## config.mk

```make
export PLATFORM = sky130hd
export DESIGN_NAME = register_scoreboard_with_port_budget
export DESIGN_NICKNAME = d
export VERILOG_FILES = /design/src/sv/sbpb_pkg.sv /design/src/sv/register_scoreboard_with_port_budget.sv /design/src/sv/sbpb_table.sv /design/src/sv/sbpb_budget.sv
export SDC_FILE = /design/constraint.sdc
export NUM_CORES = 1
export LEC_CHECK = 0
export BUFFER_PORTS_ARGS = -buffer_cell sky130_fd_sc_hd__buf_2
export CAP_MARGIN = 0
export CELL_PAD_IN_SITES_DETAIL_PLACEMENT = 1
export CELL_PAD_IN_SITES_GLOBAL_PLACEMENT = 2
export CORE_AREA = 4 4 255 257
export DETAILED_ROUTE_END_ITERATION = 10
export DIE_AREA = 0 0 259 261
export MAX_ROUTING_LAYER = met4
export PLACE_DENSITY = 0.64
export SYNTH_ARGS = -nofsm -noshare
export SYNTH_HDL_FRONTEND = slang
export SYNTH_SLANG_ARGS = --single-unit
```

## constraint.sdc

```tcl
create_clock -name clock -period 4.65 [get_ports clock]
set_input_delay 0.6975 -clock clock [delete_from_list [all_inputs] [get_ports clock]]
set_output_delay 0.6975 -clock clock [all_outputs]
set_load 0.01 [all_outputs]
```

## src/sv/sbpb_pkg.sv

```systemverilog
`default_nettype none
package sbpb_pkg;

   // field widths of one request beat and one response beat
   localparam int OP_W     = 3;
   localparam int REG_W    = 10;
   localparam int NOW_W    = 32;
   localparam int WANT_W   = 4;
   localparam int PORTS_W  = 4;
   localparam int RLEFT_W  = 8;
   localparam int REQ_TDATA_W = 48;
   localparam int RSP_TDATA_W = 8;

   // control and status registers
   localparam int CSR_ADDR_W = 4;
   localparam int CSR_DATA_W = 32;
   localparam logic [1:0] CSR_FIRST_REG   = 2'd0;
   localparam logic [1:0] CSR_READ_PORTS  = 2'd1;
   localparam logic [1:0] CSR_WRITE_PORTS = 2'd2;

   localparam logic [PORTS_W-1:0] READ_PORTS_RESET  = 4'd2;
   localparam logic [PORTS_W-1:0] WRITE_PORTS_RESET = 4'd1;

   typedef enum logic [OP_W-1:0] {
      OP_RESERVE     = 3'd0,
      OP_MARK_DONE   = 3'd1,
      OP_QUERY_VALID = 3'd2,
      OP_QUERY_BUSY  = 3'd3,
      OP_CLEAR_ALL   = 3'd4,
      OP_READ_PORTS  = 3'd5,
      OP_WRITE_PORT  = 3'd6
   } op_type;

   typedef enum logic [1:0] {
      ST_NOVAL = 2'd0,
      ST_WAIT  = 2'd1,
      ST_DONE  = 2'd2
   } status_type;

   typedef struct packed {
      logic       accessed;
      status_type status;
   } entry_type;

   // table update from the execute stage
   typedef struct packed {
      logic      we;
      logic      clr;
      entry_type data;
   } tbl_wr_type;

   typedef struct packed {
      logic answer;
      logic error;
   } budget_res_type;

endpackage
`default_nettype wire

```

## src/sv/register_scoreboard_with_port_budget.sv

```systemverilog
`default_nettype none
// path: a request beat is registered into the execute stage and its response beat into
//   the output register, where it waits until rsp_tready takes it
// throughput: one request beat per cycle while rsp_tready is high; a stalled response
//   holds the execute stage and request beats wait until it drains
// reset: synchronous; all entries read as no value and not accessed, stamps zero,
//   budgets and port counts at their register reset values, no clearing pass
module register_scoreboard_with_port_budget #(
   parameter int NUM_REGS = 64
) (
   input  wire logic                                clock,
   input  wire logic                                reset,
   // request channel
   input  wire logic                                req_tvalid,
   output logic                                     req_tready,
   // tdata: reg_num[9:0], now[41:10], read_ports_wanted[45:42], zero fill[47:46]
   input  wire logic [sbpb_pkg::REQ_TDATA_W-1:0]    req_tdata,
   // tuser: operation[2:0]
   input  wire logic [sbpb_pkg::OP_W-1:0]           req_tuser,
   // response channel
   output logic                                     rsp_tvalid,
   input  wire logic                                rsp_tready,
   // tdata: answer[0], zero fill[7:1]
   output logic [sbpb_pkg::RSP_TDATA_W-1:0]         rsp_tdata,
   // tuser: error[0]
   output logic                                     rsp_tuser,
   // configuration port
   input  wire logic                                csr_psel,
   input  wire logic                                csr_penable,
   input  wire logic                                csr_pwrite,
   input  wire logic [sbpb_pkg::CSR_ADDR_W-1:0]     csr_paddr,
   input  wire logic [sbpb_pkg::CSR_DATA_W-1:0]     csr_pwdata,
   output logic [sbpb_pkg::CSR_DATA_W-1:0]          csr_prdata,
   output logic                                     csr_pready
);

   localparam int IdxW = (NUM_REGS > 1) ? $clog2(NUM_REGS) : 1;

   // configuration registers
   logic [sbpb_pkg::REG_W-1:0]   first_reg_ff;
   logic [sbpb_pkg::PORTS_W-1:0] rpc_ff;
   logic [sbpb_pkg::PORTS_W-1:0] wpc_ff;
   logic                         csr_wr;

   // execute stage
   logic                         s1_valid_ff;
   sbpb_pkg::op_type             s1_op_ff;
   logic [sbpb_pkg::NOW_W-1:0]   s1_now_ff;
   logic [sbpb_pkg::WANT_W-1:0]  s1_want_ff;
   logic [IdxW-1:0]              s1_idx_ff;
   logic                         s1_inrange_ff;
   logic                         s1_fire;

   // output register
   logic                         rsp_valid_ff;
   logic                         rsp_answer_ff;
   logic                         rsp_error_ff;

   // decode of the incoming beat
   logic                         req_beat;
   logic [sbpb_pkg::REG_W:0]     diff;
   logic                         in_range;
   logic [IdxW-1:0]              in_idx;

   sbpb_pkg::entry_type          entry;
   sbpb_pkg::entry_type          entry_nxt;
   sbpb_pkg::tbl_wr_type         tbl_wr;
   sbpb_pkg::budget_res_type     bres;
   logic                         ex_answer;
   logic                         ex_error;
   logic                         ex_we;
   logic                         ex_clr;

   // ---------------------------------------------------------------- csr
   assign csr_pready = 1'b1;
   assign csr_wr     = csr_psel && csr_penable && csr_pwrite && csr_pready;

   always_ff @(posedge clock) begin
      if (reset) begin
         first_reg_ff <= '0;
         rpc_ff       <= sbpb_pkg::READ_PORTS_RESET;
         wpc_ff       <= sbpb_pkg::WRITE_PORTS_RESET;
      end else if (csr_wr) begin
         case (csr_paddr[3:2])
            sbpb_pkg::CSR_FIRST_REG:   first_reg_ff <= csr_pwdata[sbpb_pkg::REG_W-1:0];
            sbpb_pkg::CSR_READ_PORTS:  rpc_ff       <= csr_pwdata[sbpb_pkg::PORTS_W-1:0];
            sbpb_pkg::CSR_WRITE_PORTS: wpc_ff       <= csr_pwdata[sbpb_pkg::PORTS_W-1:0];
            default: begin
            end
         endcase
      end
   end

   always_comb begin
      case (csr_paddr[3:2])
         sbpb_pkg::CSR_FIRST_REG:   csr_prdata = sbpb_pkg::CSR_DATA_W'(first_reg_ff);
         sbpb_pkg::CSR_READ_PORTS:  csr_prdata = sbpb_pkg::CSR_DATA_W'(rpc_ff);
         sbpb_pkg::CSR_WRITE_PORTS: csr_prdata = sbpb_pkg::CSR_DATA_W'(wpc_ff);
         default:                   csr_prdata = '0;
      endcase
   end

   // ---------------------------------------------------------- handshake
   // the execute stage moves on whenever the output register is free or drains
   assign s1_fire    = s1_valid_ff && (!rsp_valid_ff || rsp_tready);
   assign req_tready = !s1_valid_ff || s1_fire;
   assign req_beat   = req_tvalid && req_tready;

   // entry index of the requested register, relative to first_reg
   assign diff     = {1'b0, req_tdata[9:0]} - {1'b0, first_reg_ff};
   assign in_range = !diff[sbpb_pkg::REG_W]
                     && ({1'b0, diff[sbpb_pkg::REG_W-1:0]} < (sbpb_pkg::REG_W+1)'(NUM_REGS));
   assign in_idx   = diff[IdxW-1:0];

   always_ff @(posedge clock) begin
      if (reset) begin
         s1_valid_ff <= 1'b0;
      end else if (req_tready) begin
         s1_valid_ff <= req_tvalid;
      end
   end

   always_ff @(posedge clock) begin
      if (req_beat) begin
         s1_op_ff      <= sbpb_pkg::op_type'(req_tuser);
         s1_idx_ff     <= in_idx;
         s1_inrange_ff <= in_range;
         s1_now_ff     <= req_tdata[41:10];
         s1_want_ff    <= req_tdata[45:42];
      end
   end

   // ---------------------------------------------------------- status table
   sbpb_table #(
      .NUM_REGS (NUM_REGS)
   ) u_table (
      .clock    (clock),
      .reset    (reset),
      .rd_en    (req_beat),
      .rd_idx   (in_idx),
      .wr       (tbl_wr),
      .wr_idx   (s1_idx_ff),
      .rd_entry (entry)
   );

   // ---------------------------------------------------------- port budgets
   sbpb_budget u_budget (
      .clock            (clock),
      .reset            (reset),
      .fire             (s1_fire),
      .op               (s1_op_ff),
      .now              (s1_now_ff),
      .want             (s1_want_ff),
      .read_port_count  (rpc_ff),
      .write_port_count (wpc_ff),
      .res              (bres)
   );

   // ---------------------------------------------------------- execute
   always_comb begin
      entry_nxt = entry;
      ex_answer = 1'b0;
      ex_error  = 1'b0;
      ex_we     = 1'b0;
      ex_clr    = 1'b0;
      case (s1_op_ff)
         sbpb_pkg::OP_RESERVE: begin
            if (!s1_inrange_ff || entry.status == sbpb_pkg::ST_WAIT) begin
               ex_error = 1'b1;
            end else begin
               entry_nxt.status = sbpb_pkg::ST_WAIT;
               ex_we            = 1'b1;
            end
         end
         sbpb_pkg::OP_MARK_DONE: begin
            if (!s1_inrange_ff || entry.status != sbpb_pkg::ST_WAIT) begin
               ex_error = 1'b1;
            end else begin
               entry_nxt.status = sbpb_pkg::ST_DONE;
               ex_we            = 1'b1;
            end
         end
         sbpb_pkg::OP_QUERY_VALID: begin
            if (!s1_inrange_ff) begin
               ex_error = 1'b1;
            end else if (entry.accessed) begin
               // accessed entry with no value is an illegal state
               ex_error  = (entry.status == sbpb_pkg::ST_NOVAL);
               ex_answer = (entry.status == sbpb_pkg::ST_DONE);
            end else begin
               // first access promotes no value to written
               entry_nxt.accessed = 1'b1;
               if (entry.status == sbpb_pkg::ST_NOVAL) begin
                  entry_nxt.status = sbpb_pkg::ST_DONE;
               end
               ex_we     = 1'b1;
               ex_answer = (entry_nxt.status == sbpb_pkg::ST_DONE);
            end
         end
         sbpb_pkg::OP_QUERY_BUSY: begin
            if (!s1_inrange_ff) begin
               ex_error = 1'b1;
            end else begin
               ex_answer = (entry.status == sbpb_pkg::ST_WAIT);
            end
         end
         sbpb_pkg::OP_CLEAR_ALL: begin
            ex_clr = 1'b1;
         end
         sbpb_pkg::OP_READ_PORTS, sbpb_pkg::OP_WRITE_PORT: begin
            ex_answer = bres.answer;
            ex_error  = bres.error;
         end
         default: begin
         end
      endcase
   end

   // table updates only land when the beat leaves the execute stage
   always_comb begin
      tbl_wr.we   = s1_fire && ex_we;
      tbl_wr.clr  = s1_fire && ex_clr;
      tbl_wr.data = entry_nxt;
   end

   // ---------------------------------------------------------- output register
   always_ff @(posedge clock) begin
      if (reset) begin
         rsp_valid_ff <= 1'b0;
      end else if (s1_fire) begin
         rsp_valid_ff <= 1'b1;
      end else if (rsp_tready) begin
         rsp_valid_ff <= 1'b0;
      end
   end

   always_ff @(posedge clock) begin
      if (s1_fire) begin
         rsp_answer_ff <= ex_answer;
         rsp_error_ff  <= ex_error;
      end
   end

   assign rsp_tvalid = rsp_valid_ff;
   assign rsp_tdata  = {(sbpb_pkg::RSP_TDATA_W-1)'(0), rsp_answer_ff};
   assign rsp_tuser  = rsp_error_ff;

   // ---------------------------------------------------------- assertions
   // an error never carries a positive answer
   a_no_answer_on_error: assert property (@(posedge clock) disable iff (reset)
      rsp_valid_ff |-> !(rsp_answer_ff && rsp_error_ff))
      else $error("response carries answer and error together");

   // a new beat only enters the execute stage when the old one leaves
   a_no_overwrite: assert property (@(posedge clock) disable iff (reset)
      (req_beat && s1_valid_ff) |-> s1_fire)
      else $error("execute stage overwritten");

   // a response appears only after the execute stage hands one over
   a_rsp_from_fire: assert property (@(posedge clock) disable iff (reset)
      $rose(rsp_valid_ff) |-> $past(s1_fire))
      else $error("response without execute handoff");

   // the table is only written for entries inside the window
   a_write_in_range: assert property (@(posedge clock) disable iff (reset)
      tbl_wr.we |-> (s1_inrange_ff && !tbl_wr.clr))
      else $error("table write outside the register window");

endmodule
`default_nettype wire

```

## src/sv/sbpb_table.sv

```systemverilog
`default_nettype none
module sbpb_table #(
   parameter int NUM_REGS = 64,
   localparam int IdxW = (NUM_REGS > 1) ? $clog2(NUM_REGS) : 1
) (
   input  wire logic                clock,
   input  wire logic                reset,
   input  wire logic                rd_en,
   input  wire logic [IdxW-1:0]     rd_idx,
   input  wire sbpb_pkg::tbl_wr_type wr,
   input  wire logic [IdxW-1:0]     wr_idx,
   output sbpb_pkg::entry_type      rd_entry
);

   sbpb_pkg::entry_type mem [NUM_REGS];
   logic [NUM_REGS-1:0] valid_ff;
   sbpb_pkg::entry_type mem_q_ff;
   sbpb_pkg::entry_type fwd_data_ff;
   logic                fwd_ff;
   logic                vld_ff;

   // storage and registered read
   always_ff @(posedge clock) begin
      if (rd_en) begin
         mem_q_ff    <= mem[rd_idx];
         fwd_data_ff <= wr.data;
      end
      if (wr.we) begin
         mem[wr_idx] <= wr.data;
      end
   end

   // valid bits: entry not yet written since reset or clear reads as zero
   always_ff @(posedge clock) begin
      if (reset) begin
         valid_ff <= '0;
      end else if (wr.clr) begin
         valid_ff <= '0;
      end else if (wr.we) begin
         valid_ff[wr_idx] <= 1'b1;
      end
   end

   // bypass for an update landing on the same edge as the read
   always_ff @(posedge clock) begin
      if (reset) begin
         fwd_ff <= 1'b0;
         vld_ff <= 1'b0;
      end else if (rd_en) begin
         fwd_ff <= wr.we && (wr_idx == rd_idx);
         vld_ff <= valid_ff[rd_idx] && !wr.clr;
      end
   end

   always_comb begin
      if (fwd_ff) begin
         rd_entry = fwd_data_ff;
      end else if (vld_ff) begin
         rd_entry = mem_q_ff;
      end else begin
         rd_entry = '0;
      end
   end

endmodule
`default_nettype wire

```

## src/sv/sbpb_budget.sv

```systemverilog
`default_nettype none
module sbpb_budget (
   input  wire logic                            clock,
   input  wire logic                            reset,
   input  wire logic                            fire,
   input  wire sbpb_pkg::op_type                op,
   input  wire logic [sbpb_pkg::NOW_W-1:0]      now,
   input  wire logic [sbpb_pkg::WANT_W-1:0]     want,
   input  wire logic [sbpb_pkg::PORTS_W-1:0]    read_port_count,
   input  wire logic [sbpb_pkg::PORTS_W-1:0]    write_port_count,
   output sbpb_pkg::budget_res_type             res
);

   logic [sbpb_pkg::NOW_W-1:0]          rstamp_ff, rstamp_in;
   logic [sbpb_pkg::NOW_W-1:0]          wstamp_ff, wstamp_in;
   logic signed [sbpb_pkg::RLEFT_W-1:0] rleft_ff, rleft_in;
   logic [sbpb_pkg::PORTS_W-1:0]        wleft_ff, wleft_in;
   logic signed [sbpb_pkg::RLEFT_W:0]   rsum;
   logic [sbpb_pkg::PORTS_W-1:0]        wdec;

   always_ff @(posedge clock) begin
      if (reset) begin
         rstamp_ff <= '0;
         wstamp_ff <= '0;
         rleft_ff  <= signed'(sbpb_pkg::RLEFT_W'(sbpb_pkg::READ_PORTS_RESET));
         wleft_ff  <= sbpb_pkg::WRITE_PORTS_RESET;
      end else if (fire) begin
         rstamp_ff <= rstamp_in;
         wstamp_ff <= wstamp_in;
         rleft_ff  <= rleft_in;
         wleft_ff  <= wleft_in;
      end
   end

   always_comb begin
      rstamp_in = rstamp_ff;
      wstamp_in = wstamp_ff;
      rleft_in  = rleft_ff;
      wleft_in  = wleft_ff;
      res       = '0;
      rsum      = {rleft_ff[sbpb_pkg::RLEFT_W-1], rleft_ff}
                - signed'({(sbpb_pkg::RLEFT_W - sbpb_pkg::WANT_W + 1)'(0), want});
      wdec      = (wleft_ff != '0) ? wleft_ff - 1'b1 : '0;
      case (op)
         sbpb_pkg::OP_READ_PORTS: begin
            if (want > read_port_count || now < rstamp_ff) begin
               res.error = 1'b1;
            end else if (now > rstamp_ff) begin
               rstamp_in  = now;
               rleft_in   = signed'(sbpb_pkg::RLEFT_W'(read_port_count - want));
               res.answer = 1'b1;
            end else begin
               // saturate at the most negative budget
               if (rsum[sbpb_pkg::RLEFT_W:sbpb_pkg::RLEFT_W-1] == 2'b10) begin
                  rleft_in = {1'b1, (sbpb_pkg::RLEFT_W-1)'(0)};
               end else begin
                  rleft_in = rsum[sbpb_pkg::RLEFT_W-1:0];
               end
               res.answer = !rleft_in[sbpb_pkg::RLEFT_W-1];
            end
         end
         sbpb_pkg::OP_WRITE_PORT: begin
            if (now < wstamp_ff) begin
               res.error = 1'b1;
            end else if (now > wstamp_ff) begin
               wstamp_in  = now;
               wleft_in   = write_port_count;
               res.answer = 1'b1;
            end else begin
               wleft_in   = wdec;
               res.answer = (wdec != '0);
            end
         end
         default: begin
         end
      endcase
   end

endmodule
`default_nettype wire

```

# Word level (Yosys, flattened, before mapping)
# Memory sizes are Yosys's and may differ from the RTL's. A register that Yosys moved wholly into a read port is not among the register bits.
# Cells that the tools add are included.
dict set report word_totals {
  reg_bits 213
  out_inout_bits 44
  inputBits 94
  mem_bits_rw 192
  wordCells 139
  n_memories 1
}
dict set report op_classes {
  mux 51
  eq_ne 14
  n_reduce_logical 36
  add_sub_neg 4
  bitwise_logic 3
  magnitude_cmp 9
}
# name depth width rd rd_clocked_by_memory_dff wr line
set mem_list {}
lappend mem_list {u_table.mem 64 3 1 1 1 sbpb_table.sv:15} ;# sbpb_pkg::entry_type mem [NUM_REGS];
# cell count
set ops {}
lappend ops {{$gt 32x32->1} 2}
lappend ops {{$lt 32x32->1} 2}
lappend ops {{$or 64x64->64} 1}
lappend ops {{$mux 8} 5}
lappend ops {{$pmux 10 s3} 1}
lappend ops {{$mux 1} 26}
lappend ops {{$lt 6x7->1 const B} 2}
lappend ops {{$mux 2} 7}
lappend ops {{$sub 10x10->11} 1}
lappend ops {{$logic_and 1x1->1} 10}
lappend ops {{$lt 10x7->1 const B} 1}
lappend ops {{$eq 3x3->1 const B} 3}
lappend ops {{$mux 3} 3}
lappend ops {{$sub 8x5->9} 1}
lappend ops {{$eq 2x2->1 const B} 4}
lappend ops {{$mux 4} 2}
lappend ops {{$reduce_and 4->1} 2}
lappend ops {{$reduce_bool 4->1} 2}
lappend ops {{$bmux 1 s6} 1}
lappend ops {{$demux 1 s6} 1}
lappend ops {{$eq 3x2->1 const B} 2}
lappend ops {{$eq 6x6->1} 1}
lappend ops {{$ge 6x1->1 const B} 1}
lappend ops {{$logic_not 1->1} 6}
lappend ops {{18 further kinds} 30}

# Logic depth before layout (Yosys ltp)
dict set report logic_depth {
  word_depth 11
  ltp_mapped 12
  depth_no_buf 11
}

# Hierarchy
# From an unflattened synthesis, not the netlist that was laid out.
dict set report hier_totals {
  hier_cells 1484
  hier_area_um2 18871.8
}
# mod area_each_um2 n_inst cells_per_inst seq_area_each_um2
set by_module_without_submodules {}
lappend by_module_without_submodules {sbpb_table 10357.4 1 575 7267.0}
lappend by_module_without_submodules {sbpb_budget 5320.1 1 628 1521.5}
lappend by_module_without_submodules {register_scoreboard_with_port_budget 3194.3 1 281 1841.8}

# Worst setup path before layout
# Ideal clock, no wire load.
dict set report synth_timing {
  path_kind {register to register}
  from {register s1_op_ff[2]}
  to {register u_table.fwd_data_ff[0] (netlist bit) (data pin)}
  period_less_slack_ns 4.084
  path_stages_with_launch 3
  path_slack_ns 0.566
  t_arrival_ns 3.357
  path_buffers 0
  setup_ns 0.728
  t_required_ns 3.922
  cell_sequence {edfxtp_1 nand2b_1 o31ai_1}
}
# element line
set synth_lines {}
lappend synth_lines {{start, declared} register_scoreboard_with_port_budget.sv:47} ;# sbpb_pkg::op_type s1_op_ff;
lappend synth_lines {{start signal, assigned} register_scoreboard_with_port_budget.sv:125} ;# s1_op_ff <= sbpb_pkg::op_type'(req_tuser);
lappend synth_lines {{end signal, assigned} sbpb_table.sv:26} ;# fwd_data_ff <= wr.data;
lappend synth_lines {{end, declared} sbpb_table.sv:18} ;# sbpb_pkg::entry_type fwd_data_ff;

# Final worst setup path
dict set report layout_timing {
  from {register first_reg_ff[0] (netlist bit)}
  to {register u_table.vld_ff}
}
dict set report layout_between {
  elab_chain_cells 4
}
# element line
set layout_rtl {}
lappend layout_rtl {{start, declared} register_scoreboard_with_port_budget.sv:40} ;# logic [sbpb_pkg::REG_W-1:0] first_reg_ff;
lappend layout_rtl {{start signal, assigned} register_scoreboard_with_port_budget.sv:85} ;# sbpb_pkg::CSR_FIRST_REG: first_reg_ff <= csr_pwdata[sbpb_pkg::REG_W-1:0];
lappend layout_rtl {{$sub 10x10->11} register_scoreboard_with_port_budget.sv:110} ;# assign diff = {1'b0, req_tdata[9:0]} - {1'b0, first_reg_ff};
lappend layout_rtl {{net diff (one bit)} register_scoreboard_with_port_budget.sv:61} ;# logic [sbpb_pkg::REG_W:0] diff;
lappend layout_rtl {{$bmux 1 s6} sbpb_table.sv:51} ;# vld_ff <= valid_ff[rd_idx] && !wr.clr;
lappend layout_rtl {{$mux 1 (implied by the code)} sbpb_table.sv:51}
lappend layout_rtl {{$logic_and 1x1->1} sbpb_table.sv:51}
lappend layout_rtl {{end signal, assigned} sbpb_table.sv:51}
lappend layout_rtl {{end, declared} sbpb_table.sv:20} ;# logic vld_ff;
# The timed path passes the listed nets, and every way through them passes these cells. The select of a mux whose other input is x is not followed.
# A chain may end at the register's enable or synchronous reset.

==> metrics.log <==
INFO  metric place_hpwl = 32,370 um
INFO  metric post-synth-top-count-cell = edfxtp_1
INFO  metric power_switching_share = 22.84%
INFO  metric synthCells = 1,442
INFO  metric critPathBufInv = 2
INFO  metric first_global_vias = between 10,000 and 15,000
INFO  metric synth_enable_flop_cells = 246
INFO  metric post_route_cells_drive_above_1_share = 19.54%
INFO  metric timing_worst_setup_path_type = reg2reg
INFO  metric cts.htree.levels = 2
INFO  metric grt_first_pass_wirelength = around 73,000 um
INFO  metric sequential_area_share_after_synthesis = 57.04%
INFO  metric finalSetupTns = 0 ns
INFO  metric placed_area = 19,930 um^2
INFO  metric cts_inserted_buffers = 48
INFO  metric ioPinCount = 138
INFO  metric global_route.usage.met2 = 24.54%
INFO  metric critical_path_max_stage_delay = about 0.91 ns
INFO  metric gr-usage-all-layers = 14.37%
INFO  metric slowest_stage = fa_4
INFO  metric post_cts_resize_count = 0
INFO  metric timing.max_cap.violations = 0
INFO  metric floorplan.initialDensity = 29.71%
INFO  metric insertedDiodeCount = 0
INFO  metric placedCellCount = 2,323
INFO  metric synth-seq-cells = 408
INFO  metric cp_max_fo = 32
INFO  metric dr_total_vias = 11,510
INFO  metric synthesis.yosys.warnings = 0
INFO  metric overflow = 0
INFO  metric share_of_flip_flops_with_an_asynchronous_set_or_reset = 0%
INFO  metric setup_viol = 0
INFO  metric total_power = just over 8 mW
INFO  metric combPwrFrac = 6.4%
INFO  metric timing.final.crit_share = 72.25%
INFO  metric ys_types = between 70 and 80
INFO  metric finish.net_count = between 1,500 and 2,000
INFO  metric groute.layer.met1.usage = 18.04%
INFO  metric post-place-ws = 0.6801 ns
INFO  metric globalRouteMet3Util = 2.166%
INFO  metric worstMarginPinSlew = 0.9709 ns
INFO  metric layout_min_cycle_time = ~3.4 ns
INFO  metric yosys.area.top_type = edfxtp_1
INFO  metric timing.slew.headroom = 35.12%
INFO  metric synth_top_flop_cell = edfxtp_1
INFO  metric cts_tree = yes
INFO  metric peakVddDrop = 241.9 uV
INFO  metric hold_path.class = in2reg
INFO  metric finish.cell_count_without_fillers = between 2,000 and 2,500
INFO  metric place.port_buffers = slightly above 80
INFO  metric synth_top_area_share = between 30% and 40%
INFO  metric power_frac_seq = 47.5%
INFO  metric drt_drc_violations_left = 0
INFO  metric cp.required = around 5.1 ns
INFO  metric clock.fmax = 297.7 MHz
INFO  metric powerDensity = 381.5 nW/um^2
INFO  metric wirelength = around 47,000 um
INFO  metric syn_avg_cell_area = ~13 um^2
INFO  metric synth_area_leaders = edfxtp_1 (40%), dfxtp_1 (17%), mux4_2 (9.4%)
INFO  metric grt_setup_unrepaired = false
INFO  metric width_of_the_die = approximately 260 um
INFO  metric dieHeight = 261 um
INFO  metric drt.antenna.violating_nets = 0
INFO  metric gp_routability_congestion = 0.7768
INFO  metric grt-busiest-layer = met2
INFO  metric yosys-top-cells-count = edfxtp_1 (246), dfxtp_1 (162), nor2_1 (123)
INFO  metric power.leakage = 7.215 nW
INFO  metric power.switching = 1.874 mW
INFO  metric via_per_inst = roughly 4.8
INFO  metric p_clk_share = between 40% and 50%
INFO  metric setup.worst_path.start_class = flop
INFO  metric path_delay_family = multiplexers
INFO  metric result_of_the_run = finished clean
INFO  metric number_of_post_cts_setup_repair_buffers = 0
INFO  metric die-area = 67,600 um^2
INFO  metric drtPass1Iterations = 5
INFO  metric layout_setup_ws = 1.291 ns
INFO  metric clk_transition_reported_paths = 0.06 ns
INFO  metric grt_max_degree = 76
INFO  metric slew_violations = 0
INFO  metric numClockSinks = 408
INFO  metric final_hold_viols = 0
INFO  metric cp_cell_sequence = ha_4, inv_1, fa_4, buf_12, mux4_2, mux2i_1, mux4_2, mux2i_1, a31o_1
INFO  metric p_int = 6.333 mW
INFO  metric worst_skew_pair.late_latency = 0.59 ns
INFO  metric grt_antenna_before_repair = 2
INFO  metric syn-cell-area = 18,640 um^2
INFO  metric cts-root-to-sink-buffers = 3
INFO  metric drt-initial-drc-count = 552
INFO  metric postCtsHoldBufs = 0
INFO  metric stdcell_area = 21,510 um^2
INFO  metric layout-area-overhead-vs-synth = 15.41%
INFO  metric std_cell_rows = 92
INFO  metric ctsRootBufferMaster = clkbuf_16
INFO  metric core-area = 62,740 um^2
INFO  metric worst_clock_skew = ~0.02 ns
INFO  metric routed_wire_length_per_instance = around 20 um
INFO  metric worst_setup_path_end_kind = flop
INFO  metric critPathArrivalTime = 3.83 ns
-- per-stage QoR --
step           hold slack (ns)  utilization, %
2_1_floorplan           0.4354               -
3_3_place_gp            0.4422           31.77
3_5_place_dp            0.4494           31.77
4_1_cts                 0.2494           34.29
5_1_grt                 0.2722           34.29
6_report                0.2910           34.29
-- power by group through the flow --
stage | registers [mW] | clock network (mW) | logic, mW
detailed placement | 3.98 | 0 | 0.533
finish | 3.90 | 3.79 | 0.523
CTS | 3.90 | 3.91 | 0.535
global placement | 3.98 | 0 | 0.525
floorplan | 3.95 | 0 | 0.371
global route | 3.90 | 4.05 | 0.584
-- cell families (layout without fill, tap and decap cells) --
group / after synthesis / after routing / share of synthesized area (%)
flip-flops: 408 / 408 / 57.04
AND/OR/NAND/NOR: 331 / 331 / 8.989
AO/OA/AOI/OAI: 277 / 277 / 9.795
buffers and inverters: 186 / 282 / 4.880
multiplexers: 143 / 143 / 12.92
adder cells (fa/ha/maj): 85 / 85 / 5.827
XOR/XNOR: 10 / 10 / 0.5103
other: 2 / 30 / 0.04029
-- registers in the layout, indices dropped and copies added (netlist names), 6 cells and up --
register and flops:
s1_idx_ff 6, u_table.mem 192, u_budget.rstamp_ff 32, first_reg_ff 10, u_budget.wstamp_ff 32, s1_now_ff 32, u_table.valid_ff 64, u_budget.rleft_ff 8
-- per-layer routing --
layer | up-vias | part of all wire [%]
met5 | - | 0
met4 | 0 | 2.2
met3 | 72 | 3.4
met2 | 156 | 50
met1 | 5811 | 44
li1 | 5468 | -
-- worst paths after layout --
check	start	to	slack, ns	cells after the start
setup / recovery	first_reg_ff[0]	u_table.vld_ff	1.29	9
hold / removal	req_tdata[35]	s1_now_ff[25]	0.29	1
setup reg to reg	first_reg_ff[0]	u_table.vld_ff	1.29	9
hold reg to reg	first_reg_ff[4]	first_reg_ff[4]	0.46	2
-- layout by cell type, fill, tap and decap left out, types with 4 or more instances in the layout --
| cell type | n |
|---|---|
| a21o_1 | 14 |
| a21oi_1 | 81 |
| a31oi_1 | 6 |
| and3_1 | 4 |
| buf_2 | 80 |
| buf_4 | 20 |
| bufinv_16 | 5 |
| clkbuf_1 | 10 |
| clkbuf_16 | 48 |
| clkbuf_8 | 6 |
| clkinv_1 | 7 |
| clkinv_2 | 10 |
| conb_1 | 30 |
| dfxtp_1 | 162 |
| edfxtp_1 | 246 |
| ha_1 | 81 |
| inv_1 | 89 |
| mux2i_1 | 64 |
| mux4_2 | 78 |
| nand2_1 | 68 |
| nand2b_1 | 7 |
| nand3_1 | 14 |
| nand3b_1 | 5 |
| nand4_1 | 16 |
| nor2_1 | 122 |
| nor2b_1 | 18 |
| nor3_1 | 15 |
| nor4_1 | 4 |
| o211ai_1 | 8 |
| o21a_1 | 70 |
| o21ai_0 | 51 |
| o31ai_1 | 4 |
| or3_1 | 7 |
| or3b_1 | 6 |
| or3b_2 | 27 |
| xnor2_1 | 6 |
-- final cells by class --
| type | count | area [um^2] |
|---|---|---|
| Clock buffer | 64 | 1321 |
| Clock inverter | 25 | 260.3 |
| Fill cell | 6726 | 41220 |
| Inverter | 90 | 337.8 |
| Multi-Input combinational cell | 876 | 7292 |
| Sequential cell | 408 | 10630 |
| Tap cell | 846 | 1059 |
| Timing Repair Buffer | 103 | 610.6 |
(Power assumes the default switching activity.)
